[config.mk]
export PLATFORM = sky130hd
export DESIGN_NAME = ps2_mouse_cursor_tracker_top
export DESIGN_NICKNAME = d
export VERILOG_FILES = /design/src/design/ps2mct_pkg.sv /design/src/design/ps2mct_in_stage.sv /design/src/design/ps2mct_tracker.sv /design/src/design/ps2_mouse_cursor_tracker_top.sv
export SDC_FILE = /design/constraint.sdc
export NUM_CORES = 1
export LEC_CHECK = 0
export BUFFER_PORTS_ARGS = -buffer_cell sky130_fd_sc_hd__buf_2
export CORE_ASPECT_RATIO = 2
export CORE_UTILIZATION = 32
export CTS_BUF_LIST = sky130_fd_sc_hd__clkbuf_16
export CTS_CLUSTER_DIAMETER = 50
export DETAILED_ROUTE_END_ITERATION = 16
export PLACE_DENSITY = 0.56
export RECOVER_POWER = 100
export SYNTH_ARGS = -nofsm -noshare
export SYNTH_HDL_FRONTEND = slang
export SYNTH_HIERARCHICAL = 1
export SYNTH_SLANG_ARGS = --single-unit
export TNS_END_PERCENT = 20
[constraint.sdc]
create_clock -name clock -period 3.55 [get_ports clock]
set_input_delay 0.1775 -clock clock [delete_from_list [all_inputs] [get_ports clock]]
set_output_delay 0.1775 -clock clock [all_outputs]
set_load 0.01 [all_outputs]
[src/design/ps2mct_pkg.sv]
package ps2mct_pkg;

   localparam int SCREEN_WIDTH  = 640;
   localparam int SCREEN_HEIGHT = 480;

   localparam logic [7:0] ACK_BYTE      = 8'hFA;
   localparam logic [7:0] SELFTEST_PASS = 8'hAA;
   localparam logic [7:0] ENABLE_CMD    = 8'hF4;
   localparam int         X_SIGN_POS    = 4;   // status bit 0x10
   localparam int         Y_SIGN_POS    = 5;   // status bit 0x20

   localparam int RX_BYTE_W  = 8;
   localparam int DELTA_W    = RX_BYTE_W + 1;
   localparam int CURSOR_X_W = 10;
   localparam int CURSOR_Y_W = 9;

   localparam int POS_X_W = (SCREEN_WIDTH  > 1) ? $clog2(SCREEN_WIDTH)  : 1;
   localparam int POS_Y_W = (SCREEN_HEIGHT > 1) ? $clog2(SCREEN_HEIGHT) : 1;
   localparam int SUM_X_W = ((POS_X_W > DELTA_W) ? POS_X_W : DELTA_W) + 2;
   localparam int SUM_Y_W = ((POS_Y_W > DELTA_W) ? POS_Y_W : DELTA_W) + 2;

   localparam logic [POS_X_W-1:0] POS_X_RESET = POS_X_W'(SCREEN_WIDTH / 2);
   localparam logic [POS_Y_W-1:0] POS_Y_RESET = POS_Y_W'(SCREEN_HEIGHT / 2);
   localparam logic signed [SUM_X_W-1:0] SUM_X_MAX = SUM_X_W'(SCREEN_WIDTH - 1);
   localparam logic signed [SUM_Y_W-1:0] SUM_Y_MAX = SUM_Y_W'(SCREEN_HEIGHT - 1);

   typedef enum logic [1:0] {
      COUNT_FIRST  = 2'd0,
      COUNT_SECOND = 2'd1,
      COUNT_THIRD  = 2'd2
   } byte_count_type;

   typedef struct packed {
      logic                 valid;
      logic [RX_BYTE_W-1:0] rx_byte;
   } byte_beat_type;

endpackage

[src/design/ps2mct_in_stage.sv]
module ps2mct_in_stage (
   input  logic                            clock,
   input  logic                            reset,
   input  logic                            req_valid,
   output logic                            req_stall,
   input  logic [ps2mct_pkg::RX_BYTE_W-1:0] req_rx_byte,
   input  logic                            advance,
   output ps2mct_pkg::byte_beat_type       beat
);

   logic                             valid_ff, valid_in;
   logic [ps2mct_pkg::RX_BYTE_W-1:0] byte_ff, byte_in;

   // hold the byte while the tracker cannot consume it
   assign req_stall = valid_ff && !advance;

   always_comb begin
      valid_in = valid_ff;
      byte_in  = byte_ff;
      if (!req_stall) begin
         valid_in = req_valid;
         if (req_valid) begin
            byte_in = req_rx_byte;
         end
      end
   end

   always_ff @(posedge clock) begin
      if (reset) begin
         valid_ff <= 1'b0;
      end else begin
         valid_ff <= valid_in;
      end
      byte_ff <= byte_in;
   end

   assign beat.valid   = valid_ff;
   assign beat.rx_byte = byte_ff;

endmodule

[src/design/ps2mct_tracker.sv]
module ps2mct_tracker (
   input  logic                             clock,
   input  logic                             reset,
   input  ps2mct_pkg::byte_beat_type        beat,
   output logic                             advance,
   output logic                             rsp_valid,
   input  logic                             rsp_stall,
   output logic [ps2mct_pkg::CURSOR_X_W-1:0] rsp_cursor_x,
   output logic [ps2mct_pkg::CURSOR_Y_W-1:0] rsp_cursor_y,
   output logic [ps2mct_pkg::RX_BYTE_W-1:0]  rsp_status_byte,
   output logic [ps2mct_pkg::RX_BYTE_W-1:0]  rsp_x_byte,
   output logic [ps2mct_pkg::RX_BYTE_W-1:0]  rsp_y_byte,
   output logic                             rsp_send_enable_request
);

   ps2mct_pkg::byte_count_type count_ff, count_in;
   logic [ps2mct_pkg::RX_BYTE_W-1:0] first_ff, first_in;
   logic [ps2mct_pkg::RX_BYTE_W-1:0] second_ff, second_in;
   logic [ps2mct_pkg::POS_X_W-1:0]   pos_x_ff, pos_x_in;
   logic [ps2mct_pkg::POS_Y_W-1:0]   pos_y_ff, pos_y_in;

   logic                              out_valid_ff, out_valid_in;
   logic [ps2mct_pkg::CURSOR_X_W-1:0] out_x_ff;
   logic [ps2mct_pkg::CURSOR_Y_W-1:0] out_y_ff;
   logic [ps2mct_pkg::RX_BYTE_W-1:0]  out_status_ff, out_xb_ff, out_yb_ff;
   logic                              out_enable_ff;

   logic out_ready, packet_end, finish, enable_req;
   logic signed [ps2mct_pkg::DELTA_W-1:0] delta_x, delta_y;
   logic signed [ps2mct_pkg::SUM_X_W-1:0] sum_x;
   logic signed [ps2mct_pkg::SUM_Y_W-1:0] sum_y;
   logic [ps2mct_pkg::POS_X_W-1:0] clamp_x;
   logic [ps2mct_pkg::POS_Y_W-1:0] clamp_y;

   assign out_ready = !out_valid_ff || !rsp_stall;

   always_comb begin
      unique case (count_ff)
         ps2mct_pkg::COUNT_FIRST:  packet_end = 1'b0;
         ps2mct_pkg::COUNT_SECOND: packet_end = 1'b0;
         default:                  packet_end = 1'b1;
      endcase
   end

   assign advance = beat.valid && (!packet_end || out_ready);
   assign finish  = advance && packet_end;

   assign enable_req = (first_ff == ps2mct_pkg::ACK_BYTE)
                    && (second_ff == ps2mct_pkg::SELFTEST_PASS);

   // 9-bit deltas: sign bit from the status byte above the data byte
   assign delta_x = {first_ff[ps2mct_pkg::X_SIGN_POS], second_ff};
   assign delta_y = {first_ff[ps2mct_pkg::Y_SIGN_POS], beat.rx_byte};

   assign sum_x = ps2mct_pkg::SUM_X_W'(signed'({1'b0, pos_x_ff}))
                + ps2mct_pkg::SUM_X_W'(delta_x);
   assign sum_y = ps2mct_pkg::SUM_Y_W'(signed'({1'b0, pos_y_ff}))
                + ps2mct_pkg::SUM_Y_W'(delta_y);

   always_comb begin
      priority if (sum_x < 0) begin
         clamp_x = '0;
      end else if (sum_x > ps2mct_pkg::SUM_X_MAX) begin
         clamp_x = ps2mct_pkg::POS_X_W'(ps2mct_pkg::SCREEN_WIDTH - 1);
      end else begin
         clamp_x = sum_x[ps2mct_pkg::POS_X_W-1:0];
      end
      priority if (sum_y < 0) begin
         clamp_y = '0;
      end else if (sum_y > ps2mct_pkg::SUM_Y_MAX) begin
         clamp_y = ps2mct_pkg::POS_Y_W'(ps2mct_pkg::SCREEN_HEIGHT - 1);
      end else begin
         clamp_y = sum_y[ps2mct_pkg::POS_Y_W-1:0];
      end
   end

   always_comb begin
      count_in  = count_ff;
      first_in  = first_ff;
      second_in = second_ff;
      pos_x_in  = pos_x_ff;
      pos_y_in  = pos_y_ff;
      if (advance) begin
         unique case (count_ff)
            ps2mct_pkg::COUNT_FIRST: begin
               first_in = beat.rx_byte;
               count_in = ps2mct_pkg::COUNT_SECOND;
            end
            ps2mct_pkg::COUNT_SECOND: begin
               second_in = beat.rx_byte;
               count_in  = ps2mct_pkg::COUNT_THIRD;
            end
            default: begin
               count_in = ps2mct_pkg::COUNT_FIRST;
               // a reset reply leaves the cursor where it is
               if (!enable_req) begin
                  pos_x_in = clamp_x;
                  pos_y_in = clamp_y;
               end
            end
         endcase
      end
   end

   always_comb begin
      out_valid_in = out_valid_ff;
      if (out_ready) begin
         out_valid_in = finish;
      end
   end

   always_ff @(posedge clock) begin
      if (reset) begin
         count_ff     <= ps2mct_pkg::COUNT_FIRST;
         first_ff     <= '0;
         second_ff    <= '0;
         pos_x_ff     <= ps2mct_pkg::POS_X_RESET;
         pos_y_ff     <= ps2mct_pkg::POS_Y_RESET;
         out_valid_ff <= 1'b0;
      end else begin
         count_ff     <= count_in;
         first_ff     <= first_in;
         second_ff    <= second_in;
         pos_x_ff     <= pos_x_in;
         pos_y_ff     <= pos_y_in;
         out_valid_ff <= out_valid_in;
      end
      if (finish) begin
         out_x_ff      <= ps2mct_pkg::CURSOR_X_W'(pos_x_in);
         out_y_ff      <= ps2mct_pkg::CURSOR_Y_W'(pos_y_in);
         out_status_ff <= first_ff;
         out_xb_ff     <= second_ff;
         out_yb_ff     <= beat.rx_byte;
         out_enable_ff <= enable_req;
      end
   end

   assign rsp_valid               = out_valid_ff;
   assign rsp_cursor_x            = out_x_ff;
   assign rsp_cursor_y            = out_y_ff;
   assign rsp_status_byte         = out_status_ff;
   assign rsp_x_byte              = out_xb_ff;
   assign rsp_y_byte              = out_yb_ff;
   assign rsp_send_enable_request = out_enable_ff;

endmodule

[src/design/ps2_mouse_cursor_tracker_top.sv]
// PS/2 mouse packet decoder with a saturating cursor. Each beat on req_ carries one byte
// from the mouse port; every third byte closes a packet (status, X delta, Y delta) and
// yields one rsp_ beat, the first two bytes yield none. There is no resync: the block
// simply counts bytes from reset. The 9-bit X and Y deltas (sign bits 4 and 5 of the
// status byte) move a cursor that starts at the screen center and clamps to the screen;
// Y grows downward with a positive delta. A packet starting 0xFA, 0xAA is a reset reply:
// the cursor holds and rsp_send_enable_request tells the host to send 0xF4. One byte is
// accepted every clock cycle unless req_stall holds a closing byte while a result waits under
// rsp_stall; a closing byte passes one input register, the add-and-clamp and one result register.
module ps2_mouse_cursor_tracker_top (
   input  logic                             clock,
   input  logic                             reset,
   input  logic                             req_valid,
   output logic                             req_stall,
   input  logic [ps2mct_pkg::RX_BYTE_W-1:0]  req_rx_byte,
   output logic                             rsp_valid,
   input  logic                             rsp_stall,
   output logic [ps2mct_pkg::CURSOR_X_W-1:0] rsp_cursor_x,
   output logic [ps2mct_pkg::CURSOR_Y_W-1:0] rsp_cursor_y,
   output logic [ps2mct_pkg::RX_BYTE_W-1:0]  rsp_status_byte,
   output logic [ps2mct_pkg::RX_BYTE_W-1:0]  rsp_x_byte,
   output logic [ps2mct_pkg::RX_BYTE_W-1:0]  rsp_y_byte,
   output logic                             rsp_send_enable_request
);

   ps2mct_pkg::byte_beat_type beat;
   logic                      advance;

   ps2mct_in_stage u_in_stage (
      .clock       (clock),
      .reset       (reset),
      .req_valid   (req_valid),
      .req_stall   (req_stall),
      .req_rx_byte (req_rx_byte),
      .advance     (advance),
      .beat        (beat)
   );

   ps2mct_tracker u_tracker (
      .clock                   (clock),
      .reset                   (reset),
      .beat                    (beat),
      .advance                 (advance),
      .rsp_valid               (rsp_valid),
      .rsp_stall               (rsp_stall),
      .rsp_cursor_x            (rsp_cursor_x),
      .rsp_cursor_y            (rsp_cursor_y),
      .rsp_status_byte         (rsp_status_byte),
      .rsp_x_byte              (rsp_x_byte),
      .rsp_y_byte              (rsp_y_byte),
      .rsp_send_enable_request (rsp_send_enable_request)
   );

endmodule

==> flow_metrics.py <==
metrics = {
    "pwr": {
        "worst_ir_drop_vdd_uv": 210,
        "p_leak_nw": 1.97,
        "pwr-share-comb": 0.079,
        "p_sw_frac": 0.235,
        "p_seq_frac": 0.503,
        "power.share.clock": 0.418,
        "power.switching_w": 0.000543,
        "intPower_w": 0.00177,
        "power.density_nw_per_um2": 451,
    },
    "run_status": {
        "status": "finished, final reports clean",
    },
    "cts": {
        "cts_root_buffer": "clkbuf_16",
        "clockBufferDepth": 2,
        "path_clk_slew_ns": 0.07,
        "htreeDepth": 3,
        "cts_made_buffers": 9,
        "clkSinkCount": 91,
        "post_cts_resized": 0,
        "cts_tree": "done",
        "clk_latency_ns": 0.34,
    },
    "timing": {
        "setup_viol": 0,
        "final.setup.worst_slack_ns": 0.299,
        "post-route-min-period_ns": 3.25,
        "rsz0062_at_grt": "no",
        "finalCritPeriodShare": 0.916,
        "slew_violations": 0,
        "finClkSkew_ns": 0.00606,
        "slew_headroom": 0.211,
        "max_freq_ghz": 0.308,
        "finalHoldViolCount": 0,
        "fin_tns_setup_ns": 0,
        "worst_pin_slew_ns": 1.18,
    },
    "setup_path": {
        "rr_worst_depth": 8,
        "arrival_ns": 3.45,
        "r2r_start": "u_tracker/second_ff[3]",
        "r2r_slack_ns": 0.30,
        "crit_fanout": 4,
        "rr_endpoint": "u_tracker/rsp_cursor_x[7]",
        "critPathKind": "reg -> reg",
        "crit_chain": "ha_1, and2_1, a221oi_1, a211oi_1, or3_1, xor2_1, nor4_1, a22o_1",
        "startpoint_type": "flip-flop",
        "critPathSlowestCell": "nor4_1",
        "crit_path_end_kind": "flip-flop",
        "cp_slowest_stage_delay_ns": 0.63,
        "required_ns": 3.75,
    },
    "synth": {
        "synthArstFlopShare": 0,
        "synth_flop_cell": "edfxtp_1",
        "synth_edf_count": 52,
        "avgSynthCellArea_um2": 11.7,
        "ys_top_cells_by_area": "edfxtp_1 35%, dfxtp_1 18%, ha_1 6.0%",
        "synth_cells": 375,
        "synth-seq-cells": 91,
        "synth_most_common_cell": "edfxtp_1",
        "syn_area_um2": 4400,
        "ys_seq_area_frac": 0.532,
        "ys_types": 64,
        "netlist.area_leader.share": 0.355,
        "yosysTopAreaCell": "edfxtp_1",
        "synth_nets": 410,
        "synthTopCellsByCount": "52 x edfxtp_1, 44 x nor2_1, 39 x dfxtp_1",
        "yosysWarnings": 6,
    },
    "worst_hold_path": {
        "hold_class": "in -> reg",
        "min-delay-start": "req_rx_byte[5]",
        "whs_path_depth": 1,
        "whs_endpoint": "u_in_stage/byte_ff[5]",
    },
    "grt": {
        "grt_overflow": 0,
        "grt.total_usage": 0.159,
        "grtUsageMet2": 0.309,
        "grt_busiest_layer": "met2",
        "use_met3": 0.0240,
        "grt_pass1_vias": 3313,
        "grt_util_met1": 0.153,
        "grt_max_degree": 45,
        "grt_pass1_wl_um": 17200,
        "antenna_found_initial": 0,
    },
    "placed_design": {
        "hpwl_um": 7850,
        "port_buffers": 57,
        "post-place-ws_ns": 0.369,
        "gp_congestion": 0.887,
    },
    "route": {
        "ant_nets": 0,
        "dr.pass1.iters": 6,
        "drt-total-wl_um": 10500,
        "drt_iter0_drc": 202,
        "viasPerCell": 5.36,
        "num_vias": 3227,
        "post-route-drc-count": 0,
        "wl_per_cell_um": 17.4,
    },
    "die": {
        "die_h_um": 168,
        "initial_utilization": 0.328,
        "die-area_um2": 14300,
        "rows": 60,
        "core_area_um2": 13400,
        "num_io_pins": 58,
        "fp.dieW_um": 84.9,
    },
    "final_layout": {
        "antennaDiodeCount": 0,
        "drive_gt1_frac": 0.128,
        "final_core_util": 0.381,
        "area_delta_synth_final_pct": 16.2,
        "final_nets": 477,
    },
    "flow_run": {
        "max_cap_violations": 0,
    },
}
[how the worst max path moves through the flow]
stage	from	end	slack, ns	cells past startpoint
after floorplan	u_in_stage/byte_ff[0]	u_tracker/rsp_cursor_y[5]	0.54	11
after detailed placement	u_in_stage/byte_ff[0]	u_tracker/rsp_cursor_y[5]	0.37	10
after CTS	u_in_stage/byte_ff[0]	u_tracker/rsp_cursor_y[5]	0.35	10
after global placement	u_in_stage/byte_ff[0]	u_tracker/rsp_cursor_y[5]	0.40	10
final	u_tracker/second_ff[3]	u_tracker/rsp_cursor_x[7]	0.30	8
after global routing	u_tracker/second_ff[3]	u_tracker/rsp_cursor_x[7]	0.12	8
[kinds of logic after synthesis]
logic type / Yosys count / share of synthesized area
simple gates: 106 / 0.128
compound gates: 100 / 0.183
flops: 91 / 0.532
buf+inv: 27 / 0.0276
fa+ha+maj: 23 / 0.0688
mux: 17 / 0.0387
xor+xnor: 11 / 0.0219
[worst max-delay path: cells and delay by family (launching register included)]
family                     cells  cell delay (ns)
AOI/OAI and AO/OA              3             0.91
DFF                            1             0.47
and+or+nand+nor                3             1.20
adders and majority gates      1             0.32
xor gates and xnor gates       1             0.20
[layout by cell type, fill, tap and decap left out, types with 4 or more instances in the layout]
cell,instances
a211oi_1,6
a21o_1,8
a21oi_1,17
buf_2,11
clkbuf_1,49
clkbuf_16,9
dfxtp_1,39
dlygate4sd3_1,5
edfxtp_1,52
ha_1,21
inv_1,13
inv_6,4
mux2i_1,17
nand2_1,15
nand2b_1,6
nand3_1,6
nor2_1,44
nor2b_1,4
o21a_1,7
o21ai_0,13
o221a_2,19
xnor2_1,8
[sequential cells by signal, indices dropped and copies added (netlist names)]
signal                             flops
u_in_stage/valid_ff                    1
u_tracker/pos_x_ff                    10
u_tracker/rsp_valid                    1
u_in_stage/byte_ff                     8
u_tracker/first_ff                     8
u_tracker/count_ff                     2
u_tracker/second_ff                    8
u_tracker/rsp_x_byte                   8
u_tracker/rsp_send_enable_request      1
u_tracker/rsp_cursor_x                10
u_tracker/rsp_cursor_y                 9
u_tracker/rsp_status_byte              8
u_tracker/rsp_y_byte                   8
u_tracker/pos_y_ff                     9
[metrics by stage]
stage               std cells  power [W]  instance area [um^2]  hold WS [ns]
floorplan                 375    0.00131                  4400         0.276
global placement          581    0.00136                  4860         0.356
detailed placement        581    0.00137                  4860         0.356
CTS                       602    0.00234                  5210       0.00108
global route              602    0.00239                  5110       0.00336
finish                    602    0.00231                  5110        0.0131
[final cells by class]
class / count / area [um^2]
clock buffer: 9 / 225
clock inverter: 7 / 73.8
fill: 1333 / 8320
inverter: 14 / 52.6
multi-input combinational: 257 / 1910
sequential: 91 / 2340
tap: 155 / 194
timing repair buffer: 69 / 317
[layer usage]
layer  wire [um]  vias up
met5           0        -
met4         436        0
met3         214       24
met2        6000       66
met1        3850     1569
li1            -     1568
[power groups by stage]
stage	logic (W)	clock network [W]	registers, W
after floorplan	0.000134	0	0.00118
after detailed placement	0.000182	0	0.00118
after CTS	0.000187	0.000991	0.00116
after global placement	0.000179	0	0.00118
after global routing	0.000203	0.00102	0.00116
final	0.000182	0.000966	0.00116
[what timing repair did]
| action | 4_1_cts | 5_1_grt |
|---|---|---|
| setup buffers | 0 | 0 |
| hold buffers | 5 | 0 |
| endpoints found under the hold margin | 5 | 0 |
Note: power is estimated with default switching activity, not from simulation.
